==> src/rtl/csvt_pkg.sv <==
`timescale 1ns / 1ps
// ----------------------------------------------------------------------------
// CSV tokenizer package
// Shared types, register indexes, row modes and sizes of the CSV stream
// tokenizer.
// ----------------------------------------------------------------------------
package csvt_pkg;

	// Configuration port.
	localparam int CFG_IDX_W  = 3;
	localparam int CFG_DATA_W = 16;

	localparam logic [CFG_IDX_W-1:0] REG_DELIMITER    = 3'd0;
	localparam logic [CFG_IDX_W-1:0] REG_QUOTE_CHAR   = 3'd1;
	localparam logic [CFG_IDX_W-1:0] REG_LINE_BREAK   = 3'd2;
	localparam logic [CFG_IDX_W-1:0] REG_COMMENT_CHAR = 3'd3;
	localparam logic [CFG_IDX_W-1:0] REG_SKIP_LINES   = 3'd4;

	// Reset values of the registers.
	localparam logic [7:0]  RST_DELIMITER    = 8'd44;
	localparam logic [7:0]  RST_QUOTE_CHAR   = 8'd34;
	localparam logic [7:0]  RST_LINE_BREAK   = 8'd10;
	localparam logic [7:0]  RST_COMMENT_CHAR = 8'd59;
	localparam logic [15:0] RST_SKIP_LINES   = 16'd0;

	// Carriage return byte.
	localparam logic [7:0] CR_BYTE = 8'h0D;

	// Row modes.
	localparam logic [1:0] MODE_NORMAL = 2'd0;
	localparam logic [1:0] MODE_SKIP   = 2'd1;
	localparam logic [1:0] MODE_DROP   = 2'd2;

	// Result queue size.
	localparam int QDEPTH = 4;
	localparam int QPTR_W = $clog2(QDEPTH);
	localparam int QCNT_W = $clog2(QDEPTH + 1);

	typedef struct packed {
		logic [7:0]  delimiter;
		logic [7:0]  quote_char;
		logic [7:0]  line_break;
		logic [7:0]  comment_char;
		logic [15:0] skip_lines;
	} cfg_t;

	typedef struct packed {
		logic        in_quotes;
		logic        skip_next;
		logic        at_field_start;
		logic        at_row_start;
		logic        first_quoted_pending;
		logic [1:0]  row_mode;
		logic        held_return;
		logic [15:0] lines_skipped;
		logic        finished;
	} st_t;

	typedef struct packed {
		logic [7:0] data_byte;
		logic       byte_valid;
		logic       field_end;
		logic       row_end;
		logic       was_quoted;
	} res_t;

	// Results of one byte: up to two, in order.
	typedef struct packed {
		logic [1:0] count;
		res_t       r0;
		res_t       r1;
	} emit_t;

	// Tokenizer state after a row boundary.
	function automatic st_t new_row(input st_t s);
		st_t r;
		r = s;
		r.in_quotes            = 1'b0;
		r.skip_next            = 1'b0;
		r.at_field_start       = 1'b1;
		r.at_row_start         = 1'b1;
		r.first_quoted_pending = 1'b0;
		r.held_return          = 1'b0;
		return r;
	endfunction

endpackage

==> src/rtl/csvt_parse.sv <==
`timescale 1ns / 1ps
// ----------------------------------------------------------------------------
// CSV tokenizer byte decoder
// Combinational next-state and result logic for one text byte.
// ----------------------------------------------------------------------------
module csvt_parse (
	input  csvt_pkg::cfg_t  cfg,
	input  csvt_pkg::st_t   st,
	input  logic [7:0]      in_byte,
	input  logic            end_of_input,
	output csvt_pkg::st_t   st_next,
	output csvt_pkg::emit_t emit
);
	import csvt_pkg::*;

	st_t         ns;
	res_t        hr;
	res_t        tr;
	logic        hv;
	logic        tv;
	logic        cont;
	logic        drop;
	logic [15:0] ls_inc;

	function automatic res_t mk_res(input logic [7:0] b, input logic v, input logic fe,
			input logic re, input logic q);
		res_t r;
		r.data_byte  = v ? b : 8'd0;
		r.byte_valid = v;
		r.field_end  = fe;
		r.row_end    = re;
		r.was_quoted = fe & q;
		return r;
	endfunction

	// Decode one byte against the current state.
	always_comb begin
		ns     = st;
		hv     = 1'b0;
		tv     = 1'b0;
		hr     = '0;
		tr     = '0;
		cont   = 1'b0;
		drop   = 1'b0;
		ls_inc = st.lines_skipped;
		if (st.finished) begin
			ns = st;
		end else if (end_of_input) begin
			if (st.row_mode == MODE_NORMAL) begin
				if (st.skip_next || st.in_quotes) begin
					tv = 1'b1;
					tr = mk_res(8'd0, 1'b0, 1'b1, 1'b1, 1'b1);
				end else if (st.at_row_start) begin
					if (st.held_return) begin
						tv = 1'b1;
						tr = mk_res(8'd0, 1'b0, 1'b0, 1'b1, 1'b0);
					end
				end else begin
					tv = 1'b1;
					tr = mk_res(8'd0, 1'b0, 1'b1, 1'b1, 1'b0);
				end
			end
			ns          = new_row(ns);
			ns.finished = 1'b1;
		end else if (st.row_mode != MODE_NORMAL) begin
			// Skipped or dropped line: track quote parity, end at an unquoted break.
			if (in_byte == cfg.quote_char) begin
				ns.in_quotes = !st.in_quotes;
			end else if (in_byte == cfg.line_break && !st.in_quotes) begin
				if (st.row_mode == MODE_SKIP) begin
					if (st.lines_skipped != 16'hFFFF) begin
						ls_inc = st.lines_skipped + 16'd1;
					end
					ns.lines_skipped = ls_inc;
					if (ls_inc >= cfg.skip_lines) begin
						ns.row_mode = MODE_NORMAL;
					end
				end else begin
					ns.row_mode = MODE_NORMAL;
				end
				ns = new_row(ns);
			end
		end else begin
			cont = 1'b1;
			// A held carriage return is resolved first.
			if (st.held_return) begin
				ns.held_return = 1'b0;
				hv = 1'b1;
				if (in_byte == cfg.line_break) begin
					if (st.skip_next) begin
						hr = mk_res(8'd0, 1'b0, 1'b1, 1'b1, 1'b1);
					end else if (st.at_row_start) begin
						hr = mk_res(8'd0, 1'b0, 1'b0, 1'b1, 1'b0);
					end else begin
						hr = mk_res(8'd0, 1'b0, 1'b1, 1'b1, 1'b0);
					end
					ns   = new_row(ns);
					cont = 1'b0;
				end else begin
					if (st.skip_next) begin
						hr                = mk_res(8'd0, 1'b0, 1'b1, 1'b0, 1'b1);
						ns.skip_next      = 1'b0;
						ns.at_field_start = 1'b1;
					end else begin
						hr                = mk_res(CR_BYTE, 1'b1, 1'b0, 1'b0, 1'b0);
						ns.at_field_start = 1'b0;
					end
					ns.at_row_start = 1'b0;
				end
			end else if (st.skip_next) begin
				// Byte after a closing quote.
				cont = 1'b0;
				if (in_byte == cfg.line_break) begin
					tv = 1'b1;
					tr = mk_res(8'd0, 1'b0, 1'b1, 1'b1, 1'b1);
					ns = new_row(ns);
				end else if (in_byte == CR_BYTE) begin
					ns.held_return = 1'b1;
				end else begin
					tv                = 1'b1;
					tr                = mk_res(8'd0, 1'b0, 1'b1, 1'b0, 1'b1);
					ns.skip_next      = 1'b0;
					ns.at_field_start = 1'b1;
					ns.at_row_start   = 1'b0;
				end
			end

			if (cont) begin
				if (ns.in_quotes) begin
					// Inside a quoted field only the quote is special, save a comment byte opening a row's first field.
					if (ns.first_quoted_pending) begin
						ns.first_quoted_pending = 1'b0;
						if (in_byte == cfg.comment_char && in_byte != cfg.quote_char) begin
							ns.row_mode = MODE_DROP;
							drop        = 1'b1;
						end
					end
					if (!drop) begin
						if (in_byte == cfg.quote_char) begin
							ns.in_quotes = 1'b0;
							ns.skip_next = 1'b1;
						end else begin
							tv = 1'b1;
							tr = mk_res(in_byte, 1'b1, 1'b0, 1'b0, 1'b0);
						end
					end
				end else if (in_byte == cfg.line_break) begin
					tv = 1'b1;
					if (ns.at_row_start) begin
						tr = mk_res(8'd0, 1'b0, 1'b0, 1'b1, 1'b0);
					end else begin
						tr = mk_res(8'd0, 1'b0, 1'b1, 1'b1, 1'b0);
					end
					ns = new_row(ns);
				end else if (ns.at_field_start && in_byte == cfg.quote_char) begin
					ns.in_quotes            = 1'b1;
					ns.first_quoted_pending = ns.at_row_start;
					ns.at_field_start       = 1'b0;
					ns.at_row_start         = 1'b0;
				end else if (in_byte == cfg.delimiter) begin
					tv                = 1'b1;
					tr                = mk_res(8'd0, 1'b0, 1'b1, 1'b0, 1'b0);
					ns.at_field_start = 1'b1;
					ns.at_row_start   = 1'b0;
				end else if (ns.at_row_start && in_byte == cfg.comment_char) begin
					ns.row_mode  = MODE_DROP;
					ns.in_quotes = 1'b0;
				end else if (in_byte == CR_BYTE) begin
					ns.held_return = 1'b1;
				end else begin
					tv                = 1'b1;
					tr                = mk_res(in_byte, 1'b1, 1'b0, 1'b0, 1'b0);
					ns.at_field_start = 1'b0;
					ns.at_row_start   = 1'b0;
				end
			end
		end
	end

	// Pack the results in order: a resolved carriage return comes first.
	always_comb begin
		st_next = ns;
		if (hv) begin
			emit.count = tv ? 2'd2 : 2'd1;
			emit.r0    = hr;
			emit.r1    = tr;
		end else begin
			emit.count = tv ? 2'd1 : 2'd0;
			emit.r0    = tr;
			emit.r1    = tr;
		end
	end

endmodule

==> src/rtl/csvt_outq.sv <==
`timescale 1ns / 1ps
// ----------------------------------------------------------------------------
// CSV tokenizer result queue
// Small queue that takes up to two results a cycle and hands out one per
// transfer on the output channel.
// ----------------------------------------------------------------------------
module csvt_outq (
	input  logic            clk,
	input  logic            arst_n,
	input  logic            push,
	input  csvt_pkg::emit_t emit,
	output logic            room,
	output logic            out_valid,
	input  logic            out_stall,
	output csvt_pkg::res_t  head
);
	import csvt_pkg::*;

	res_t              entry_q [QDEPTH];
	logic [QPTR_W-1:0] rd_ptr_q;
	logic [QPTR_W-1:0] wr_ptr_q;
	logic [QCNT_W-1:0] count_q;
	logic [1:0]        push_n;
	logic              pop;
	logic [QPTR_W-1:0] wr_ptr_p1;

	assign push_n    = push ? emit.count : 2'd0;
	assign pop       = out_valid && !out_stall;
	assign wr_ptr_p1 = wr_ptr_q + QPTR_W'(1);
	// Room for a whole byte's worth of results, judged from the registered count.
	assign room      = count_q <= QCNT_W'(QDEPTH - 2);
	assign out_valid = count_q != '0;
	assign head      = entry_q[rd_ptr_q];

	// Result storage.
	always_ff @(posedge clk) begin
		if (push_n != 2'd0) begin
			entry_q[wr_ptr_q] <= emit.r0;
		end
		if (push_n == 2'd2) begin
			entry_q[wr_ptr_p1] <= emit.r1;
		end
	end

	// Pointers and fill count.
	always_ff @(posedge clk or negedge arst_n) begin
		if (!arst_n) begin
			rd_ptr_q <= '0;
			wr_ptr_q <= '0;
			count_q  <= '0;
		end else begin
			wr_ptr_q <= wr_ptr_q + QPTR_W'(push_n);
			if (pop) begin
				rd_ptr_q <= rd_ptr_q + QPTR_W'(1);
			end
			count_q <= count_q + QCNT_W'(push_n) - QCNT_W'(pop);
		end
	end

`ifndef SYNTHESIS
	a_no_overflow: assert property (@(posedge clk) disable iff (!arst_n)
		(push_n != 2'd0) |-> (count_q <= QCNT_W'(QDEPTH - 2)))
		else $error("result queue written without room");

	a_count_bound: assert property (@(posedge clk) disable iff (!arst_n)
		count_q <= QCNT_W'(QDEPTH))
		else $error("result queue count out of range");

	a_count_track: assert property (@(posedge clk) disable iff (!arst_n)
		(push_n == 2'd0 && !pop) |=> $stable(count_q))
		else $error("result queue count moved without a transfer");
`endif

endmodule

==> src/rtl/csv_stream_tokenizer_core.sv <==
`timescale 1ns / 1ps
// ----------------------------------------------------------------------------
// CSV stream tokenizer
// Splits CSV text, one byte per input transfer, into field bytes with
// field-end and row-end marks, honoring quoted fields, skipped leading lines
// and comment rows.
// ----------------------------------------------------------------------------
// The block takes one text byte per clock cycle while not stalled. Each
// accepted byte is held in an input register, decoded against the tokenizer
// flags and the configuration registers, and its results (none, one, or two
// when a held carriage return is resolved) go into a four-entry result queue.
// The output channel moves one result per cycle unless stalled, so sustained
// rate is one byte per cycle while a byte yields at most one result on
// average; the input is stalled while a byte is held and the queue has fewer
// than two free entries. The user must write configuration only while no byte
// is in flight and the result queue is empty; the block does not enforce it.
// ----------------------------------------------------------------------------
module csv_stream_tokenizer_core (
	input  logic                           clk,
	input  logic                           arst_n,
	// Configuration write port.
	input  logic                           cfg_we,
	input  logic [csvt_pkg::CFG_IDX_W-1:0]  cfg_index,
	input  logic [csvt_pkg::CFG_DATA_W-1:0] cfg_data,
	// Input channel.
	input  logic                           in_valid,
	output logic                           in_stall,
	input  logic [7:0]                     in_byte,
	input  logic                           end_of_input,
	// Output channel.
	output logic                           out_valid,
	input  logic                           out_stall,
	output logic [7:0]                     data_byte,
	output logic                           byte_valid,
	output logic                           field_end,
	output logic                           row_end,
	output logic                           was_quoted
);
	import csvt_pkg::*;

	cfg_t       cfg_q;
	st_t        st_q;
	st_t        st_next;
	st_t        st_cfg;
	emit_t      emit;
	res_t       head;
	logic       valid_s1;
	logic [7:0] byte_s1;
	logic       eoi_s1;
	logic       room;
	logic       advance;
	logic       in_xfer;
	logic [15:0] new_skip;

	assign advance  = valid_s1 && room;
	assign in_stall = valid_s1 && !room;
	assign in_xfer  = in_valid && !in_stall;
	assign new_skip = cfg_data[15:0];

	// Input register.
	always_ff @(posedge clk or negedge arst_n) begin
		if (!arst_n) begin
			valid_s1 <= 1'b0;
		end else if (in_xfer) begin
			valid_s1 <= 1'b1;
		end else if (advance) begin
			valid_s1 <= 1'b0;
		end
	end

	always_ff @(posedge clk) begin
		if (in_xfer) begin
			byte_s1 <= in_byte;
			eoi_s1  <= end_of_input;
		end
	end

	// Configuration registers.
	always_ff @(posedge clk or negedge arst_n) begin
		if (!arst_n) begin
			cfg_q.delimiter    <= RST_DELIMITER;
			cfg_q.quote_char   <= RST_QUOTE_CHAR;
			cfg_q.line_break   <= RST_LINE_BREAK;
			cfg_q.comment_char <= RST_COMMENT_CHAR;
			cfg_q.skip_lines   <= RST_SKIP_LINES;
		end else if (cfg_we) begin
			case (cfg_index)
				REG_DELIMITER:    cfg_q.delimiter    <= cfg_data[7:0];
				REG_QUOTE_CHAR:   cfg_q.quote_char   <= cfg_data[7:0];
				REG_LINE_BREAK:   cfg_q.line_break   <= cfg_data[7:0];
				REG_COMMENT_CHAR: cfg_q.comment_char <= cfg_data[7:0];
				REG_SKIP_LINES:   cfg_q.skip_lines   <= new_skip;
				default:          cfg_q              <= cfg_q;
			endcase
		end
	end

	// Effect of a new line skip count on the row mode.
	always_comb begin
		st_cfg = st_q;
		if (st_q.row_mode == MODE_SKIP && st_q.lines_skipped >= new_skip) begin
			st_cfg          = new_row(st_q);
			st_cfg.row_mode = MODE_NORMAL;
		end else if (st_q.row_mode == MODE_NORMAL && new_skip > st_q.lines_skipped &&
				st_q.at_row_start && !st_q.held_return && !st_q.in_quotes &&
				!st_q.skip_next) begin
			st_cfg.row_mode = MODE_SKIP;
		end
	end

	// Tokenizer state. After reset the tokenizer sits at a row start in normal mode.
	always_ff @(posedge clk or negedge arst_n) begin
		if (!arst_n) begin
			st_q <= new_row(st_t'('0));
		end else if (cfg_we && cfg_index == REG_SKIP_LINES) begin
			st_q <= st_cfg;
		end else if (advance) begin
			st_q <= st_next;
		end
	end

	csvt_parse u_parse (
		.cfg          (cfg_q),
		.st           (st_q),
		.in_byte      (byte_s1),
		.end_of_input (eoi_s1),
		.st_next      (st_next),
		.emit         (emit)
	);

	csvt_outq u_outq (
		.clk       (clk),
		.arst_n    (arst_n),
		.push      (advance),
		.emit      (emit),
		.room      (room),
		.out_valid (out_valid),
		.out_stall (out_stall),
		.head      (head)
	);

	assign data_byte  = head.data_byte;
	assign byte_valid = head.byte_valid;
	assign field_end  = head.field_end;
	assign row_end    = head.row_end;
	assign was_quoted = head.was_quoted;

`ifndef SYNTHESIS
	a_finished_silent: assert property (@(posedge clk) disable iff (!arst_n)
		(advance && st_q.finished) |-> (emit.count == 2'd0))
		else $error("result produced after end of input");

	a_finished_sticky: assert property (@(posedge clk) disable iff (!arst_n)
		(st_q.finished && !(cfg_we && cfg_index == REG_SKIP_LINES)) |=> st_q.finished)
		else $error("end of input state cleared");

	a_quoted_mark: assert property (@(posedge clk) disable iff (!arst_n)
		(advance && emit.count != 2'd0 && emit.r0.was_quoted) |-> emit.r0.field_end)
		else $error("quoted mark without field end");

	a_skip_quote: assert property (@(posedge clk) disable iff (!arst_n)
		(st_q.row_mode == MODE_NORMAL && st_q.skip_next) |-> !st_q.in_quotes)
		else $error("closing quote pending inside quotes");
`endif

endmodule

==> config.mk <==
export PLATFORM = sky130hd
export DESIGN_NAME = csv_stream_tokenizer_core
export DESIGN_NICKNAME = d
export VERILOG_FILES = /design/src/rtl/csvt_pkg.sv /design/src/rtl/csvt_parse.sv /design/src/rtl/csvt_outq.sv /design/src/rtl/csv_stream_tokenizer_core.sv
export SDC_FILE = /design/constraint.sdc
export NUM_CORES = 1
export LEC_CHECK = 0
export ABC_AREA = 1
export BUFFER_PORTS_ARGS = -buffer_cell sky130_fd_sc_hd__buf_2
export CAP_MARGIN = 20
export CORE_MARGIN = 1.5
export CORE_UTILIZATION = 60
export DETAILED_ROUTE_END_ITERATION = 6
export GPL_ROUTABILITY_DRIVEN = 0
export GPL_TIMING_DRIVEN = 0
export PLACE_DENSITY_LB_ADDON = 0.05
export SYNTH_ARGS = -nofsm -noshare
export SYNTH_HDL_FRONTEND = slang
export SYNTH_SLANG_ARGS = --single-unit
==> constraint.sdc <==
create_clock -name clk -period 8.9 [get_ports clk]
set_input_delay 0.89 -clock clk [delete_from_list [all_inputs] [get_ports clk]]
set_output_delay 0.89 -clock clk [all_outputs]
set_load 0.05 [all_outputs]
# Word-level counts from Yosys, hierarchy flattened

Memory sizes are Yosys's and may differ from the RTL's.
Cells that the tools add are included.

Add/subtract/negate cells: 6
Magnitude comparators: 4
Equal/unequal tests: 26
Muxes and demuxes: 134
Bitwise operators: 3
Reductions and logical operators: 39

Operators by type and width:

| kind                    | count |
|---|---|
| $mux W25                | 12 |
| $mux W12                | 22 |
| $mux W16                | 8 |
| $mux W1                 | 54 |
| $mux W2                 | 19 |
| $mux W18                | 2 |
| $mux W3                 | 11 |
| $eq A8 B8 Y1            | 4 |
| $ge A16 B16 Y1          | 2 |
| $mux W26                | 1 |
| $mux W24                | 1 |
| $mux W21                | 1 |
| $add A16 B1 Y16 const B | 1 |
| $gt A16 B16 Y1          | 1 |
| $ne A16 B16 Y1 const B  | 1 |
| $logic_and A1 B1 Y1     | 15 |
| $reduce_and A7 Y1       | 2 |
| $ne A4 B4 Y1 const B    | 3 |
| $reduce_and A2 Y1       | 6 |
| $ne A3 B3 Y1 const B    | 3 |
| $eq A8 B4 Y1 const B    | 1 |
| $mux W8                 | 1 |
| $ne A2 B2 Y1 const B    | 4 |
| $ne A8 B8 Y1            | 1 |
| other kinds (23)        | 36 |

Bits in registers: 90
Memory bits (writable): 48
Bits of input ports: 33
Output and inout bits: 14
Word-level logic and storage cells: 233
Memories kept: 1

Memories:

| memory         | depth | width | rd ports | clocked after Yosys merged registers in | write ports | line            | source |
|---|---|---|---|---|---|---|---|
| u_outq.entry_q | 4     | 12    | 1        | 0                                       | 2           | csvt_outq.sv:19 | `res_t entry_q [QDEPTH];` |

# Longest topological paths before layout

Gate-level depths: netlist of run 1.

Depth after elaboration: 26
Gate-level depth with buffers: 28
Gate-level depth less buffers: 28

# Modules after synthesis

A second synthesis of run 1 with hierarchy kept.

Cell total of the unflattened synthesis: 1,235
Area, all modules: 9,048.7 um2

Modules (own cells, without submodules):

| module                    | times used | cells each | area an instance (um2) | seq. area each (um2) |
|---|---|---|---|---|
| csv_stream_tokenizer_core | 1          | 369        | 3,529.6                | 2,139.6 |
| csvt_outq                 | 1          | 376        | 3,029.2                | 1,616.6 |
| csvt_parse                | 1          | 490        | 2,489.9                | 0.0 |

# Least setup slack after synthesis of run 1

OpenSTA, ideal clock, no wires.

Kind: reg2reg
From: reg byte_s1[6]
To: mem u_outq.entry_q[0][0] (netlist name) (enable)
Library setup time: 0.398 ns
Data arrival time: 3.040 ns
Data required time: 8.502 ns
Path slack: 5.462 ns
Stages on the path, launching flop included: 19
Path buffers: 1
Clock period less this slack: 3.438 ns
Cell sequence: edfxtp_1 -> buf_6 -> inv_2 -> nand2_1 -> nand2_1 -> nand2_1 -> nor2_2 -> o211ai_2 -> nand2_1 -> nand2_1 -> nand2_1 -> nand2_1 -> o211ai_1 -> a21oi_1 -> nor2_1 -> nor2_1 -> ha_1 -> o21ai_0 -> o21ai_0

RTL lines:

| what                     | line                            | source |
|---|---|---|
| start: declaration       | csv_stream_tokenizer_core.sv:48 | `logic [7:0] byte_s1;` |
| start signal: assignment | csv_stream_tokenizer_core.sv:73 | `byte_s1 <= in_byte;` |
| end: declaration         | csvt_outq.sv:19                 |  |

==> results.yml, run 1 <==
timing:
  layout_setup_ws_ns: 4.73
  worst_pin_slew_ns: 0.935
  final-setup-viol-count: 0
  fin_skew_ns: 0.00751
  hold_violations: 0
  fin_crit_ns: 4.17
  rsz0062_at_grt: "false"
  slew_headroom: 0.375
  setup_tns_ns: 0
  period_share: 0.469
  slew_viol_final: 0
  fmax_mhz: 240
global_route:
  grt_first_pass_wirelength_mm: 32.6
  groute.usage.overall: 0.288
  grt_pass1_vias: 6916
  grt_overflow: 0
  grt_max_degree: 61
  antenna_found_initial: 0
clocking:
  cts_buffers: 17
  clk_pin_slew_ns: 0.06
  clock_latency_ns: 0.43
  root_buffer: "clkbuf_16"
  cts_resized: 0
  clock_path_buffers: 2
  post_cts_buffers: 0
  hold_buffers: 0
  cts_sinks: 138
  cts_tree: "built"
  h-tree-depth: 4
placed_design:
  dp.cells: 1234
  port_buffers: 46
  dp_slack_ns: 4.80
  place_hpwl_mm: 14.3
yosys:
  synth_top_area_share: 0.206
  syn_area_um2: 8300
  seq_area_frac_synth: 0.453
  synth_seq_cells: 138
  yosys_most_used_dff: "dfrtp_1"
  synth_cell_types: 51
  avgSynthCellArea_um2: 8.24
  synth_fp_nets: 1079
  yosysTopAreaCell: "edfxtp_1"
  synth_edf_count: 57
  synth.area.top_cells: "edfxtp_1, dfrtp_1, nand2_1"
  synthArstFlopShare: 0.587
  synth_cells: 1007
  ys_warn_count: 0
layout:
  fin_cells: 1266
  utilization: 0.707
  final_common_cell: "nand2_1"
  mostFrequentLayoutCells: "nand2_1, inv_1, nor2_1"
  diodes: 0
  area_growth_pct: 13.7
  n_fill_cell: 1105
  drive_gt1_frac: 0.157
  nNetsFinal: 1149
setup_path:
  worst_ep_arrival_time_ns: 4.30
  cp.buffers_inverters: 4
  crit_path_end_kind: "flip-flop"
  worstPathRequired_ns: 9.02
  crit_path_start_kind: "flip-flop"
  crit_path_max_fanout: 9
  reg2regPathDepth: 21
  path_cells: "inv_2 > nand2_1 > nand2_1 > nand2_1 > nor2_2 > o211ai_2 > nand2_1 > nand2_1 > nand2_1 > nand2_1 > o211ai_1 > a21oi_1 > nor2_1 > nor2_1 > ha_1 > nor2_1 > inv_1 > nor2_1 > inv_1 > o21ai_1 > buf_4"
  path_common_cell: "nand2_1"
  crit_path_top_delay_cell: "edfxtp_1"
  crit_type: "reg2reg"
  critPathMaxStageDelay_ns: 0.52
  critPathTopFamily: "simple AND/OR/NAND/NOR gates"
  cp.depth: 21
detailed_routing:
  drc_errors: 0
  routed_wl_mm: 19.2
  via_per_inst: 5.47
  drt_pass1_iterations: 5
  vias: 6920
  postRouteAntennaNets: 0
  drt_iter0_markers: 497
  wl_per_cell_um: 15.2
floorplanning:
  io_pins: 47
  start_util: 0.622
  die_w_um: 121
  die-area_um2: 14500
  core_area_um2: 13300
  rows: 42
  die_h_um: 121
pwr:
  vdd_ir_drop_max_mv: 0.146
  power.leakage_nw: 4.30
  powerDensity_nw_per_um2: 239
  total_power_w: 0.00225
min_path:
  min_path_type: "in2async"
outcome:
  status: "completed"
run:
  drv_cap: 0
[per-stage QoR]
stage                     instance area (µm²)  hold WS (ns)
after CTS                                9440         0.365
final                                    9440         0.357
after global routing                     9440         0.374
after global placement                   8750         0.468
after detailed placement                 8810         0.473
after floorplan                          8300         0.453
[metal layers]
metal  vias to the layer above  GRT usage  wire, µm
met5                         -          0         0
met4                         0      0.107       459
met3                        34     0.0505       718
met2                       166      0.506      9590
met1                      3251      0.354      8440
li1                       3469          -         -
[kinds of logic after synthesis]
| group | Yosys count | share of synthesized area |
|---|---|---|
| AOI/OAI and AO/OA | 191 | 0.133 |
| xor gates and xnor gates | 33 | 0.0348 |
| adders and majority gates | 39 | 0.0597 |
| buffers and inverters | 158 | 0.0793 |
| DFF | 138 | 0.453 |
| and+or+nand+nor | 448 | 0.240 |
[synth_stat cells (all sizes together), types with 2 or more instances]
cell type	count
nand3	37
nor3	13
o22ai	25
xor2	14
o21bai	5
nor2	112
clkbuf	16
nand2	254
nor4	3
inv	130
o21a	4
dfrtp	67
xnor2	19
nand4	13
nand3b	5
ha	38
edfxtp	57
a21oi	32
o211ai	2
dfstp	14
or2	9
buf	11
o21ai	117
[layout make-up]
| cell class | instances | area (µm²) | share of cell area |
|---|---|---|---|
| clock inverter | 15 | 198 | 0.0210 |
| tap | 176 | 220 | 0.0233 |
| sequential | 138 | 3760 | 0.398 |
| timing repair buffer | 51 | 294 | 0.0312 |
| buffer | 27 | 160 | 0.0170 |
| inverter | 131 | 498 | 0.0528 |
| clock buffer | 17 | 425 | 0.0451 |
| multi-input combinational | 711 | 3880 | 0.412 |
[final timing paths]
| path | endpoint | startpoint | slack [ns] |
|---|---|---|---|
| setup / recovery | u_outq.entry_q[0][1]$_DFFE_PP_ | byte_s1[1]$_DFFE_PP_ | 4.73 |
| hold / removal | cfg_q[24]$_DFFE_PN0P_ | arst_n | 0.36 |
| setup reg to reg | u_outq.entry_q[0][1]$_DFFE_PP_ | byte_s1[1]$_DFFE_PP_ | 4.73 |
| hold reg to reg | cfg_q[2]$_DFFE_PN0P_ | cfg_q[2]$_DFFE_PN0P_ | 0.49 |
| max in group asynchronous | st_q[21]$_DFFE_PN1P_ | arst_n | 7.89 |
| min in group clk | cfg_q[2]$_DFFE_PN0P_ | cfg_q[2]$_DFFE_PN0P_ | 0.49 |
[state kept, by name (all words and copies together) (netlist names)]
name,cells
st_q,25
byte_s1,8
u_outq.rd_ptr_q,2
eoi_s1,1
u_outq.entry_q,48
valid_s1,1
u_outq.wr_ptr_q,2
cfg_q,48
u_outq.count_q,3
[power by group]
group          internal (W)  switching [W]
sequential         0.000756      0.0000543
clock              0.000469       0.000277
combinational      0.000213       0.000483
total               0.00144       0.000814
No activity file was read; power rests on OpenSTA's default activity.
==> run 2: changes to the inputs <==
--- a/config.mk
+++ b/config.mk
@@ -9,7 +9,7 @@
 export BUFFER_PORTS_ARGS = -buffer_cell sky130_fd_sc_hd__buf_2
 export CAP_MARGIN = 20
 export CORE_MARGIN = 1.5
-export CORE_UTILIZATION = 60
+export CORE_UTILIZATION = 56
 export DETAILED_ROUTE_END_ITERATION = 6
 export GPL_ROUTABILITY_DRIVEN = 0
 export GPL_TIMING_DRIVEN = 0
==> constraint.sdc (replaced) <==
create_clock -name clk -period 3.6 [get_ports clk]
set_input_delay 0.36 -clock clk [delete_from_list [all_inputs] [get_ports clk]]
set_output_delay 0.36 -clock clk [all_outputs]
set_load 0.05 [all_outputs]
==> results.yml, run 2 (synthesized netlist as in run 1, its figures left out) <==
global_route:
  grt_max_degree: 67
  grtUsageMet1: 0.351
  grtUsageMet2: 0.512
  antenna_found_initial: 0
  use_met3: 0.0425
  grt_first_pass_wirelength_mm: 35.5
  grt_pass1_vias: 7155
  grt_overflow: 0
  groute.usage.overall: 0.288
  grt-busiest-layer: "met2"
clocking:
  cts_sinks: 138
  cts_tree: "built"
  clock_path_buffers: 2
  clk_pin_slew_ns: 0.06
  root_buffer: "clkbuf_16"
  h-tree-depth: 4
  cts_buffers: 17
  clock_latency_ns: 0.43
floorplanning:
  io_pins: 47
  core_area_um2: 14500
  die_w_um: 125
  rows: 44
  die-area_um2: 15600
  start_util: 0.573
  die_h_um: 125
detailed_routing:
  drt_pass1_iterations: 5
  drc_errors: 0
  drt_iter0_markers: 723
  postRouteAntennaNets: 0
  via_per_inst: 5.52
  routed_wl_mm: 22.2
  wl_per_cell_um: 16.8
  vias: 7289
timing:
  hold_violations: 0
  rsz0062_at_grt: "true"
  period_share: 0.982
  worst_pin_slew_ns: 0.753
  setup_tns_ns: 0
  fin_crit_ns: 3.53
  final-setup-viol-count: 0
  slew_headroom: 0.496
  fmax_mhz: 283
  slew_viol_final: 0
  fin_skew_ns: 0.0143
layout:
  fin_cells: 1320
  mostFrequentLayoutCells: "nand2_1, inv_1, o21ai_0"
  diodes: 0
  area_growth_pct: 21.5
  utilization: 0.696
  final_common_cell: "nand2_1"
  top_regs: "cfg_q x48, u_outq.entry_q x48, st_q x25"
  drive_gt1_frac: 0.231
  n_fill_cell: 1199
  nNetsFinal: 1195
pwr:
  powerDensity_nw_per_um2: 555
  power.leakage_nw: 4.58
  vdd_ir_drop_max_mv: 0.339
setup_path:
  critPathMaxStageDelay_ns: 0.37
  timing.rr.start: "st_q[2]$_DFFE_PN0P_"
  crit_type: "reg2reg"
  r2r_slack_ns: 0.07
  worstPathRequired_ns: 3.91
  path_common_cell: "nand2_2"
  reg2regPathDepth: 25
  crit_path_max_fanout: 4
  crit_path_end_kind: "flip-flop"
  worst_ep_arrival_time_ns: 3.84
  crit_path_top_delay_cell: "dfrtp_1"
  r2r_end: "st_q[19]$_DFFE_PN0P_"
  crit_path_start_kind: "flip-flop"
min_path:
  min_path_type: "in2reg"
  min_from: "in_byte[5]"
  whs_path_depth: 1
  holdPathEnd: "byte_s1[5]$_DFFE_PP_"
run:
  drv_cap: 0
placed_design:
  port_buffers: 46
  dp.cells: 1242
  place_hpwl_mm: 15.3
outcome:
  status: "completed"
## run 2: cell count changes in the layout (fill, tap and decap cells not counted), moves of 4 or more
cell     change
inv_1        -5
nand2_2     +13
nand3_1      -4
nor2_2       +4
nor2_4      +12
nor2_1      -15
buf_4       +39
nand2_1     -12
o21ai_4      +4
inv_2        +4
## run 2: how the worst max path moves through the flow
stage                               from  slack (ns)                         endpoint
floorplan           byte_s1[6]$_DFFE_PP_        0.16   u_outq.entry_q[0][0]$_DFFE_PP_
global placement    byte_s1[1]$_DFFE_PP_       -1.05   u_outq.entry_q[3][9]$_DFFE_PP_
detailed placement  byte_s1[5]$_DFFE_PP_       -0.66  u_outq.entry_q[2][10]$_DFFE_PP_
CTS                 byte_s1[1]$_DFFE_PP_       -0.05   u_outq.entry_q[0][2]$_DFFE_PP_
global route         st_q[4]$_DFFE_PN0P_       -0.16             st_q[18]$_DFFE_PN0P_
finish               st_q[2]$_DFFE_PN0P_        0.07             st_q[19]$_DFFE_PN0P_
## run 2: cell type report
cell class / count / area, µm² / area share
multi-input combinational: 713 / 4190 / 0.416
tap: 184 / 230 / 0.0228
clock buffer: 19 / 443 / 0.0439
clock inverter: 13 / 150 / 0.0149
sequential: 138 / 3760 / 0.373
inverter: 131 / 500 / 0.0497
buffer: 27 / 160 / 0.0159
timing repair buffer: 95 / 651 / 0.0646
## run 2: metal layers
layer	up-vias	wire, µm
met3	62	1060
li1	3546	-
met5	-	0
met4	0	709
met1	3402	9150
met2	279	11300
## run 2: where the power goes
group / internal (W) / switching (W)
registers: 0.00187 / 0.000126
clock network: 0.00110 / 0.000685
logic: 0.000554 / 0.00126
## run 2: timing repair
item,CTS,global route
setup endpoints to repair,94,99
hold buffers,1,0
buffers inserted,15,28
hold endpoints to repair,15,0
gates resized for setup,27,46
gates cloned,0,2
pin swaps,6,27
## run 2: worst max-delay path: cells and delay by family (launching register included)
kind / cells / cell delay (ns)
flip-flops: 1 / 0.37
buffers and inverters: 3 / 0.27
AND/OR/NAND/NOR: 19 / 2.05
XOR/XNOR: 1 / 0.21
adder cells (fa/ha/maj): 2 / 0.50
## run 2: metrics by stage
step	area (µm²)	total power [W]	hold WS, ns	worst slack [ns]
6_report	10100	0.00560	0.107	0.0663
5_1_grt	10100	0.00590	0.102	-0.155
4_1_cts	9670	0.00555	0.101	-0.0476
3_5_place_dp	8830	0.00376	0.246	-0.663
3_3_place_gp	8760	0.00372	0.468	-1.05
2_1_floorplan	8300	0.00330	0.0644	0.162
==> run 3: changes to the inputs <==
--- a/config.mk
+++ b/config.mk
@@ -13,7 +13,7 @@
 export DETAILED_ROUTE_END_ITERATION = 6
 export GPL_ROUTABILITY_DRIVEN = 0
 export GPL_TIMING_DRIVEN = 0
-export PLACE_DENSITY_LB_ADDON = 0.05
+export PLACE_DENSITY = 0.84
 export SYNTH_ARGS = -nofsm -noshare
 export SYNTH_HDL_FRONTEND = slang
 export SYNTH_SLANG_ARGS = --single-unit
==> results.yml, run 3 (synthesized netlist as in run 1, its figures left out) <==
outcome:
  status: "completed"
run:
  drv_cap: 0
timing:
  fin_skew_ns: 0.0116
  slew_headroom: 0.510
  rsz0062_at_grt: "true"
  worst_pin_slew_ns: 0.732
  whs_ns: 0.106
  fin_crit_ns: 3.55
  layout_setup_ws_ns: 0.0487
  final-setup-viol-count: 0
  slew_viol_final: 0
  fmax_mhz: 282
  hold_violations: 0
  period_share: 0.986
global_route:
  antenna_found_initial: 0
  grt_pass1_vias: 7081
  grt_overflow: 0
  grt_max_degree: 64
  groute.usage.overall: 0.280
  grt_first_pass_wirelength_mm: 34.4
clocking:
  clock_path_buffers: 2
  cts_sinks: 138
  root_buffer: "clkbuf_16"
  cts_tree: "built"
  clk_pin_slew_ns: 0.06
  clock_latency_ns: 0.43
  h-tree-depth: 4
  cts_buffers: 17
layout:
  diodes: 0
  mostFrequentLayoutCells: "nand2_1, inv_1, o21ai_0"
  nNetsFinal: 1186
  drive_gt1_frac: 0.233
  top_regs: "cfg_q x48, u_outq.entry_q x48, st_q x25"
  stdcell_area_um2: 10100
  n_fill_cell: 1036
  area_growth_pct: 21.3
  final_common_cell: "nand2_1"
detailed_routing:
  routed_wl_mm: 22.1
  via_per_inst: 5.73
  vias: 7518
  drc_errors: 0
  drt_iter0_markers: 751
  wl_per_cell_um: 16.9
  drt_pass1_iterations: 5
  postRouteAntennaNets: 0
min_path:
  whs_path_depth: 1
  min_from: "end_of_input"
  holdPathEnd: "eoi_s1$_DFFE_PP_"
  min_path_type: "in2reg"
setup_path:
  reg2regPathDepth: 26
  crit_path_end_kind: "flip-flop"
  crit_type: "reg2reg"
  startpoint: "st_q[5]$_DFFE_PN0P_"
  critPathMaxStageDelay_ns: 0.43
  r2r_slack_ns: 0.05
  worst_ep_arrival_time_ns: 3.87
  crit_path_max_fanout: 4
  r2r_end: "st_q[19]$_DFFE_PN0P_"
  timing.rr.start: "st_q[5]$_DFFE_PN0P_"
  crit_path_top_delay_cell: "dfrtp_1"
  worstPathRequired_ns: 3.92
  crit_path_start_kind: "flip-flop"
floorplanning:
  core_area_um2: 14500
  die-area_um2: 15600
  rows: 44
  start_util: 0.573
  io_pins: 47
  die_w_um: 125
  die_h_um: 125
placed_design:
  place_hpwl_mm: 14.5
  port_buffers: 46
  dp_slack_ns: -0.606
  place_area_um2: 8830
pwr:
  power.leakage_nw: 4.54
  vdd_ir_drop_max_mv: 0.321
  powerDensity_nw_per_um2: 568
[run 3: cell count changes in the layout (fill, tap and decap cells not counted), moves of 3 or more]
cell,before,now
nand2_2,20,16
clkinv_2,4,1
xor2_2,2,5
xor2_1,12,9
nor3_2,1,4
buf_4,46,39
nand2_1,230,233
[run 3: area by class of cell]
cell class,instances,area [µm²],area share
Buffer,27,160,0.0159
Clock buffer,18,439,0.0436
Clock inverter,14,184,0.0183
Inverter,131,503,0.0500
Multi-Input combinational cell,711,4200,0.417
Sequential cell,138,3760,0.373
Tap cell,184,230,0.0229
Timing Repair Buffer,88,589,0.0585
[run 3: report_power, final]
group	internal [W]	total [W]	switching [W]
registers	0.00187	0.00201	0.000140
clock network	0.00112	0.00186	0.000736
logic	0.000578	0.00185	0.00127
[run 3: worst max-delay path by stage]
| stage | endpoint | slack [ns] | depth (start not counted) |
|---|---|---|---|
| floorplan | u_outq.entry_q[0][0]$_DFFE_PP_ | 0.16 | 18 |
| global placement | u_outq.entry_q[3][10]$_DFFE_PP_ | -0.97 | 17 |
| detailed placement | u_outq.entry_q[3][5]$_DFFE_PP_ | -0.61 | 21 |
| CTS | u_outq.entry_q[2][1]$_DFFE_PP_ | 0.02 | 21 |
| global route | st_q[19]$_DFFE_PN0P_ | -0.13 | 26 |
| finish | st_q[19]$_DFFE_PN0P_ | 0.05 | 26 |
[run 3: layer usage]
metal	GRT usage	wire length [µm]
met1	0.352	8910
met2	0.464	11000
met3	0.0614	1480
met4	0.122	790
met5	0	0
[run 3: stage by stage]
step                      total power [W]  std cells  TNS (ns)   util
final                             0.00572       1311         0  0.695
after detailed placement          0.00374       1242    -27.63  0.610
after global routing              0.00600       1311    -0.638  0.695
after floorplan                   0.00330       1007         0      -
after CTS                         0.00562       1285         0  0.667
after global placement            0.00368       1237    -45.84  0.605
[run 3: worst max-delay path: cells and delay by family, from the launching register on]
family,cells,cell delay [ns]
XOR/XNOR,1,0.17
flip-flops,1,0.43
adder cells (fa/ha/maj),1,0.26
buffers and inverters,3,0.26
AND/OR/NAND/NOR,21,2.31
[run 3: repair_timing]
item / 4_1_cts / 5_1_grt
endpoints found under the setup margin: 95 / 84
endpoints found under the hold margin: 18 / 0
gates cloned: 0 / 1
pin swaps: 5 / 29
hold buffers: 1 / 0
resized for setup: 33 / 51
setup buffers: 10 / 25
